## config.mk

```make
export PLATFORM = sky130hd
export DESIGN_NAME = deq_ctrl
export DESIGN_NICKNAME = d
export VERILOG_FILES = /design/src/rtl/core/deq_pkg.sv /design/src/rtl/core/deq_ctrl.sv
export SDC_FILE = /design/constraint.sdc
export NUM_CORES = 1
export LEC_CHECK = 0
export BUFFER_PORTS_ARGS = -buffer_cell sky130_fd_sc_hd__buf_2
export CELL_PAD_IN_SITES_DETAIL_PLACEMENT = 0
export CELL_PAD_IN_SITES_GLOBAL_PLACEMENT = 1
export CORE_MARGIN = 2
export CORE_UTILIZATION = 30
export CTS_CLUSTER_DIAMETER = 80
export DETAILED_ROUTE_END_ITERATION = 8
export GPL_ROUTABILITY_DRIVEN = 0
export PLACE_DENSITY = 0.75
export SKIP_CTS_REPAIR_TIMING = 1
export SLEW_MARGIN = 0
export SYNTH_ARGS = -nofsm -noshare
export SYNTH_HDL_FRONTEND = slang
export SYNTH_SLANG_ARGS = --single-unit
```

## constraint.sdc

```tcl
create_clock -name i_clk -period 4.15 [get_ports i_clk]
set_input_delay 0.83 -clock i_clk [delete_from_list [all_inputs] [get_ports i_clk]]
set_output_delay 0.83 -clock i_clk [all_outputs]
set_load 0.005 [all_outputs]
```

## src/rtl/core/deq_pkg.sv

```systemverilog
// Package: shared types and constants of the double-ended queue.
`timescale 1ns / 1ps
package deq_pkg;

    localparam int DEQ_DEPTH   = 1024;
    localparam int WORD_W      = 32;
    localparam int CMD_W       = 3;
    localparam int S_TDATA_W   = 32;
    localparam int M_TDATA_W   = 40;

    typedef enum logic [CMD_W-1:0] {
        CMD_PUSH_FRONT = 3'd0,
        CMD_PUSH_BACK  = 3'd1,
        CMD_POP_FRONT  = 3'd2,
        CMD_POP_BACK   = 3'd3,
        CMD_SIZE       = 3'd4,
        CMD_EMPTY      = 3'd5,
        CMD_FRONT      = 3'd6,
        CMD_BACK       = 3'd7
    } t_cmd;

    typedef enum logic {
        ST_IDLE = 1'b0,
        ST_READ = 1'b1
    } t_state;

    // Strobes from the controller to the entry memory.
    typedef struct packed {
        logic wr_en;
        logic rd_en;
    } t_mem_ctl;

    localparam logic [WORD_W-1:0] EMPTY_ANSWER = '1;

endpackage

```

## src/rtl/core/deq_ctrl.sv

```systemverilog
// Controller: end pointers, count, overflow flag, sequencer and output register.
`timescale 1ns / 1ps
module deq_ctrl #(
    parameter int DEPTH = deq_pkg::DEQ_DEPTH,
    parameter int AW    = $clog2(DEPTH)
) (
    input  logic                       i_clk,
    input  logic                       i_rst_n,
    input  logic                       i_in_valid,
    output logic                       o_in_ready,
    input  logic [deq_pkg::CMD_W-1:0]  i_cmd,
    input  logic [deq_pkg::WORD_W-1:0] i_value,
    output logic                       o_out_valid,
    input  logic                       i_out_ready,
    output logic [deq_pkg::WORD_W-1:0] o_result,
    output logic                       o_overflow,
    output deq_pkg::t_mem_ctl          o_mem_ctl,
    output logic [AW-1:0]              o_wr_addr,
    output logic [deq_pkg::WORD_W-1:0] o_wr_data,
    output logic [AW-1:0]              o_rd_addr,
    input  logic [deq_pkg::WORD_W-1:0] i_rd_data
);

    localparam int CW = $clog2(DEPTH + 1);
    localparam logic [AW-1:0] LAST_IDX = AW'(DEPTH - 1);
    localparam logic [CW-1:0] FULL_CNT = CW'(DEPTH);

    deq_pkg::t_state r_state, n_state;
    logic [AW-1:0]   r_head, n_head;
    logic [AW-1:0]   r_tail, n_tail;
    logic [CW-1:0]   r_count, n_count;
    logic            r_ovf, n_ovf;
    logic            r_ovalid, n_ovalid;
    logic [deq_pkg::WORD_W-1:0] r_odata, n_odata;
    logic            r_oovf, n_oovf;

    deq_pkg::t_cmd   cmd;
    logic            accept, empty, full, go_read, load_now;
    logic [deq_pkg::WORD_W-1:0] now_data;
    logic [AW-1:0]   head_inc, head_dec, tail_inc, tail_dec;

    assign cmd      = deq_pkg::t_cmd'(i_cmd);
    assign empty    = (r_count == '0);
    assign full     = (r_count == FULL_CNT);
    assign head_inc = (r_head == LAST_IDX) ? '0 : r_head + 1'b1;
    assign head_dec = (r_head == '0) ? LAST_IDX : r_head - 1'b1;
    assign tail_inc = (r_tail == LAST_IDX) ? '0 : r_tail + 1'b1;
    assign tail_dec = (r_tail == '0) ? LAST_IDX : r_tail - 1'b1;
    assign accept   = i_in_valid && o_in_ready;

    // Command decode: pointer updates, memory access, immediate answers.
    always_comb begin
        n_head    = r_head;
        n_tail    = r_tail;
        n_count   = r_count;
        n_ovf     = r_ovf;
        o_mem_ctl = '0;
        o_wr_addr = r_tail;
        o_rd_addr = r_head;
        go_read   = 1'b0;
        load_now  = 1'b0;
        now_data  = deq_pkg::EMPTY_ANSWER;
        if (accept) begin
            case (cmd)
                deq_pkg::CMD_PUSH_FRONT, deq_pkg::CMD_PUSH_BACK: begin
                    if (full) begin
                        n_ovf = 1'b1;
                    end else begin
                        o_mem_ctl.wr_en = 1'b1;
                        n_count = r_count + 1'b1;
                        if (cmd == deq_pkg::CMD_PUSH_FRONT) begin
                            o_wr_addr = head_dec;
                            n_head    = head_dec;
                        end else begin
                            o_wr_addr = r_tail;
                            n_tail    = tail_inc;
                        end
                    end
                end
                deq_pkg::CMD_POP_FRONT, deq_pkg::CMD_POP_BACK,
                deq_pkg::CMD_FRONT, deq_pkg::CMD_BACK: begin
                    if (empty) begin
                        load_now = 1'b1;
                    end else begin
                        o_mem_ctl.rd_en = 1'b1;
                        go_read = 1'b1;
                        if (cmd == deq_pkg::CMD_POP_FRONT || cmd == deq_pkg::CMD_FRONT) begin
                            o_rd_addr = r_head;
                        end else begin
                            o_rd_addr = tail_dec;
                        end
                        if (cmd == deq_pkg::CMD_POP_FRONT) begin
                            n_head  = head_inc;
                            n_count = r_count - 1'b1;
                        end
                        if (cmd == deq_pkg::CMD_POP_BACK) begin
                            n_tail  = tail_dec;
                            n_count = r_count - 1'b1;
                        end
                    end
                end
                deq_pkg::CMD_SIZE: begin
                    load_now = 1'b1;
                    now_data = deq_pkg::WORD_W'(r_count);
                end
                deq_pkg::CMD_EMPTY: begin
                    load_now = 1'b1;
                    now_data = {{(deq_pkg::WORD_W-1){1'b0}}, empty};
                end
                default: begin
                    load_now = 1'b0;
                end
            endcase
        end
    end

    // Next state.
    always_comb begin
        n_state = r_state;
        case (r_state)
            deq_pkg::ST_IDLE: if (go_read) n_state = deq_pkg::ST_READ;
            deq_pkg::ST_READ: n_state = deq_pkg::ST_IDLE;
            default:          n_state = deq_pkg::ST_IDLE;
        endcase
    end

    // State outputs: input ready and the output register load.
    always_comb begin
        o_in_ready = 1'b0;
        n_ovalid   = r_ovalid && !i_out_ready;
        n_odata    = r_odata;
        n_oovf     = r_oovf;
        case (r_state)
            deq_pkg::ST_IDLE: begin
                o_in_ready = !r_ovalid || i_out_ready;
                if (load_now) begin
                    n_ovalid = 1'b1;
                    n_odata  = now_data;
                    n_oovf   = r_ovf;
                end
            end
            deq_pkg::ST_READ: begin
                n_ovalid = 1'b1;
                n_odata  = i_rd_data;
                n_oovf   = r_ovf;
            end
            default: begin
                o_in_ready = 1'b0;
            end
        endcase
    end

    always_ff @(posedge i_clk) begin
        if (!i_rst_n) begin
            r_state  <= deq_pkg::ST_IDLE;
            r_head   <= '0;
            r_tail   <= '0;
            r_count  <= '0;
            r_ovf    <= 1'b0;
            r_ovalid <= 1'b0;
        end else begin
            r_state  <= n_state;
            r_head   <= n_head;
            r_tail   <= n_tail;
            r_count  <= n_count;
            r_ovf    <= n_ovf;
            r_ovalid <= n_ovalid;
        end
    end

    always_ff @(posedge i_clk) begin
        r_odata <= n_odata;
        r_oovf  <= n_oovf;
    end

    assign o_wr_data   = i_value;
    assign o_out_valid = r_ovalid;
    assign o_result    = r_odata;
    assign o_overflow  = r_oovf;

endmodule

```

==> impl_metrics.toml <==
[outcome]
run_status = "finished clean"

[finish]
share_of_final_layout_standard_cells_stronger_than_drive_strength_1_pct = 23.9
final_core_util_pct = 34.8
finish.net_count = 679
areaGrowthSynthToFinish_pct = 14.0
antenna_cells_inserted = 0
fillcell_total = 1617
design_area_um2 = 5250

[timing]
setup_total_neg_slack_ps = 0
rsz0062_at_grt = "false"
timing_hold_violations_final = 0
relSlewSlack_pct = 56.4
fin_crit_ps = 3670
finalHoldWorstSlack_ps = 472
fin_skew_ps = 7.83
max_slew.worst_pin.slew_ps = 653
timing.final.setup_violations = 0
period_utilization_post_route_pct = 88.5
slew_viol_final = 0
maxClockFrequency_mhz = 272

[setup_path]
worstPathRequired_ps = 3320
cp-start-kind = "flip-flop"
worstPathMaxFanout = 10
worst-setup-path-type = "flip-flop to output pin"
worstSetupEndpointType = "output pin"
crit_arrival_ps = 2840

[synthesis]
netlist-cell-type-count = 66
synthesis.area_per_instance_um2 = 8.27
synth_enable_flop_cells = 33
number_of_warnings_issued_by_yosys = 0
muxShareOfSynthArea_pct = 1.87
yosys.area_share.xor_xnor_pct = 3.61
postSynthNetCount = 642
synth-async-reset-ratio_pct = 0
synth-compound-area-share_pct = 22.0
synth.cell_area_um2 = 4610
synth_flop_cell = "sky130_fd_sc_hd__dfxtp_1"
synth_sequential_area_ratio_pct = 36.3
postSynthCellCount = 557
synth_top_family_by_area = "compound AO/OA/AOI/OAI gates"
postSynthRegisterBits = 67
synthAdderAreaFrac_pct = 3.96
yosys.area_share.simple_pct = 19.8

[cts]
cts_htree_levels = 3
clock_latency_ps = 330
cts_num_sinks = 67
root_buffer = "sky130_fd_sc_hd__clkbuf_16"
clockBufferDepth = 2
cts_tree = "done"
clkSlewWorstSetupHoldPaths_ps = 60
cts_buffers = 9

[global_route]
maximum_number_of_pins_on_one_net_before_global_route_repair = 48
initial_antenna_violation_count = 0
grt_remaining_overflow = 0
gr-usage-all-layers_pct = 14.8
grt_pass1_wl_um = 19900
first_global_vias = 3911

[floorplanning]
die_h_um = 128
std_cell_rows = 45
fp.dieW_um = 128
core_um2 = 15100
io_pins = 160
start_util_pct = 30.5
dieArea_um2 = 16400

[drt]
detail_route.wirelength_um = 12200
drt_iter0_markers = 257
drt-pass1-iter-count = 5
detailroute.via_count = 4150
route.detailed.vias_per_inst = 5.27
routedWlPerCell_um = 15.5
drt.antenna.violating_nets = 0
detail_route.drc_violations = 0

[worst_hold_path]
hold_path_class = "flip-flop to flip-flop"

[placed_design]
dp.final_hpwl_um = 8880
place_area_um2 = 4950
port_buffers = 95

[power_and_ir_drop]
vdd.ir_drop.worst_uv = 197
pwrdens_nw_per_um2 = 419
total_leakage_power_nw = 2.06

[flow_run]
max-cap-violations = 0
==> cell usage after synthesis, types with 15 or more instances <==
library cell,number,share of area (%)
sky130_fd_sc_hd__dfxtp_1,34,15
sky130_fd_sc_hd__nand2_1,35,2.9
sky130_fd_sc_hd__nand3_1,15,1.6
sky130_fd_sc_hd__clkbuf_1,35,2.9
sky130_fd_sc_hd__o21ai_0,35,3.8
sky130_fd_sc_hd__nor2_1,50,4.1
sky130_fd_sc_hd__buf_4,34,5.5
sky130_fd_sc_hd__a21oi_1,57,6.2
sky130_fd_sc_hd__edfxtp_1,33,22
sky130_fd_sc_hd__inv_1,33,2.7
==> worst max-delay path, cell delays in order (launching register included) <==
cell and delay, ps:
sky130_fd_sc_hd__dfxtp_1 420, sky130_fd_sc_hd__inv_1 100, sky130_fd_sc_hd__ha_1 260, sky130_fd_sc_hd__or4b_1 610, sky130_fd_sc_hd__or3_1 590, sky130_fd_sc_hd__and3_1 260
sky130_fd_sc_hd__nor2_1 130, sky130_fd_sc_hd__buf_2 140
==> per-layer routing <==
layer	up-vias	wire [um]	part of all wire, %	GRT usage (%)
li1	2044	-	-	-
met1	1904	5810	48	20.6
met2	188	5370	44	23.5
met3	14	882	7.3	3.01
met4	0	104	0.86	3.49
met5	-	0	0	0
==> placed cells by master (no fill, tap or decap), drive strengths merged, types with 7 or more instances in the layout <==
master and count:
a211oi 7, a21oi 58, a2bb2oi 10, a31oi 14, buf 105, clkbuf 9, dfxtp 34, edfxtp 33
ha 13, inv 35, nand2 35, nand2b 10, nand3 15, nor2 52, nor3 16, o21a 7
o21ai 35, xnor2 14
==> power by group <==
part	switching, W	internal (W)	total [W]
Sequential	0.0000587	0.000775	0.000834
Combinational	0.000345	0.000249	0.000594
Clock	0.000307	0.000468	0.000775
Total	0.000710	0.00149	0.00220
==> kinds of logic (layout without fill, tap and decap cells) <==
kind of cell               Yosys count  after routing
AOI/OAI and AO/OA                  162            162
adders and majority gates           14             14
xor gates and xnor gates            19             19
muxes                                8              8
DFF                                 67             67
and+or+nand+nor                    174            174
buffers and inverters              113            155
==> state kept, by name, indices dropped and copies added, names as in the netlist <==
| register | cells |
|---|---|
| o_out_valid | 1 |
| r_ovf | 1 |
| o_result | 32 |
| r_count | 11 |
| o_overflow | 1 |
| r_tail | 10 |
| r_state | 1 |
| r_head | 10 |
==> final timing paths <==
kind | start | to | slack [ps] | cells past startpoint
worst max-delay path | r_head[0] | o_wr_addr[7] | 480 | 7
worst min-delay path | r_ovf | o_overflow | 470 | 0
worst max register to register | r_head[0] | r_head[1] | 1580 | 7
worst min register to register | r_ovf | o_overflow | 470 | 0
==> per-stage QoR <==
stage | setup WS (ps) | instances | power (W)
2_1_floorplan | 646 | 557 | 0.00129
3_3_place_gp | 686 | 771 | 0.00143
3_5_place_dp | 647 | 771 | 0.00144
4_1_cts | 490 | 787 | 0.00222
5_1_grt | 305 | 787 | 0.00232
6_report | 475 | 787 | 0.00220
==> layout make-up <==
cell class	count	area (um2)	share of cell area, %
repair buffers	105	551	10.5
well taps	188	235	4.48
clock buffers	9	225	4.29
multi-input cells	377	2370	45.1
flip-flops and latches	67	1670	31.8
clock inverters	7	75.1	1.43
inverters	34	128	2.43
Power figures use the tool's default switching activity.
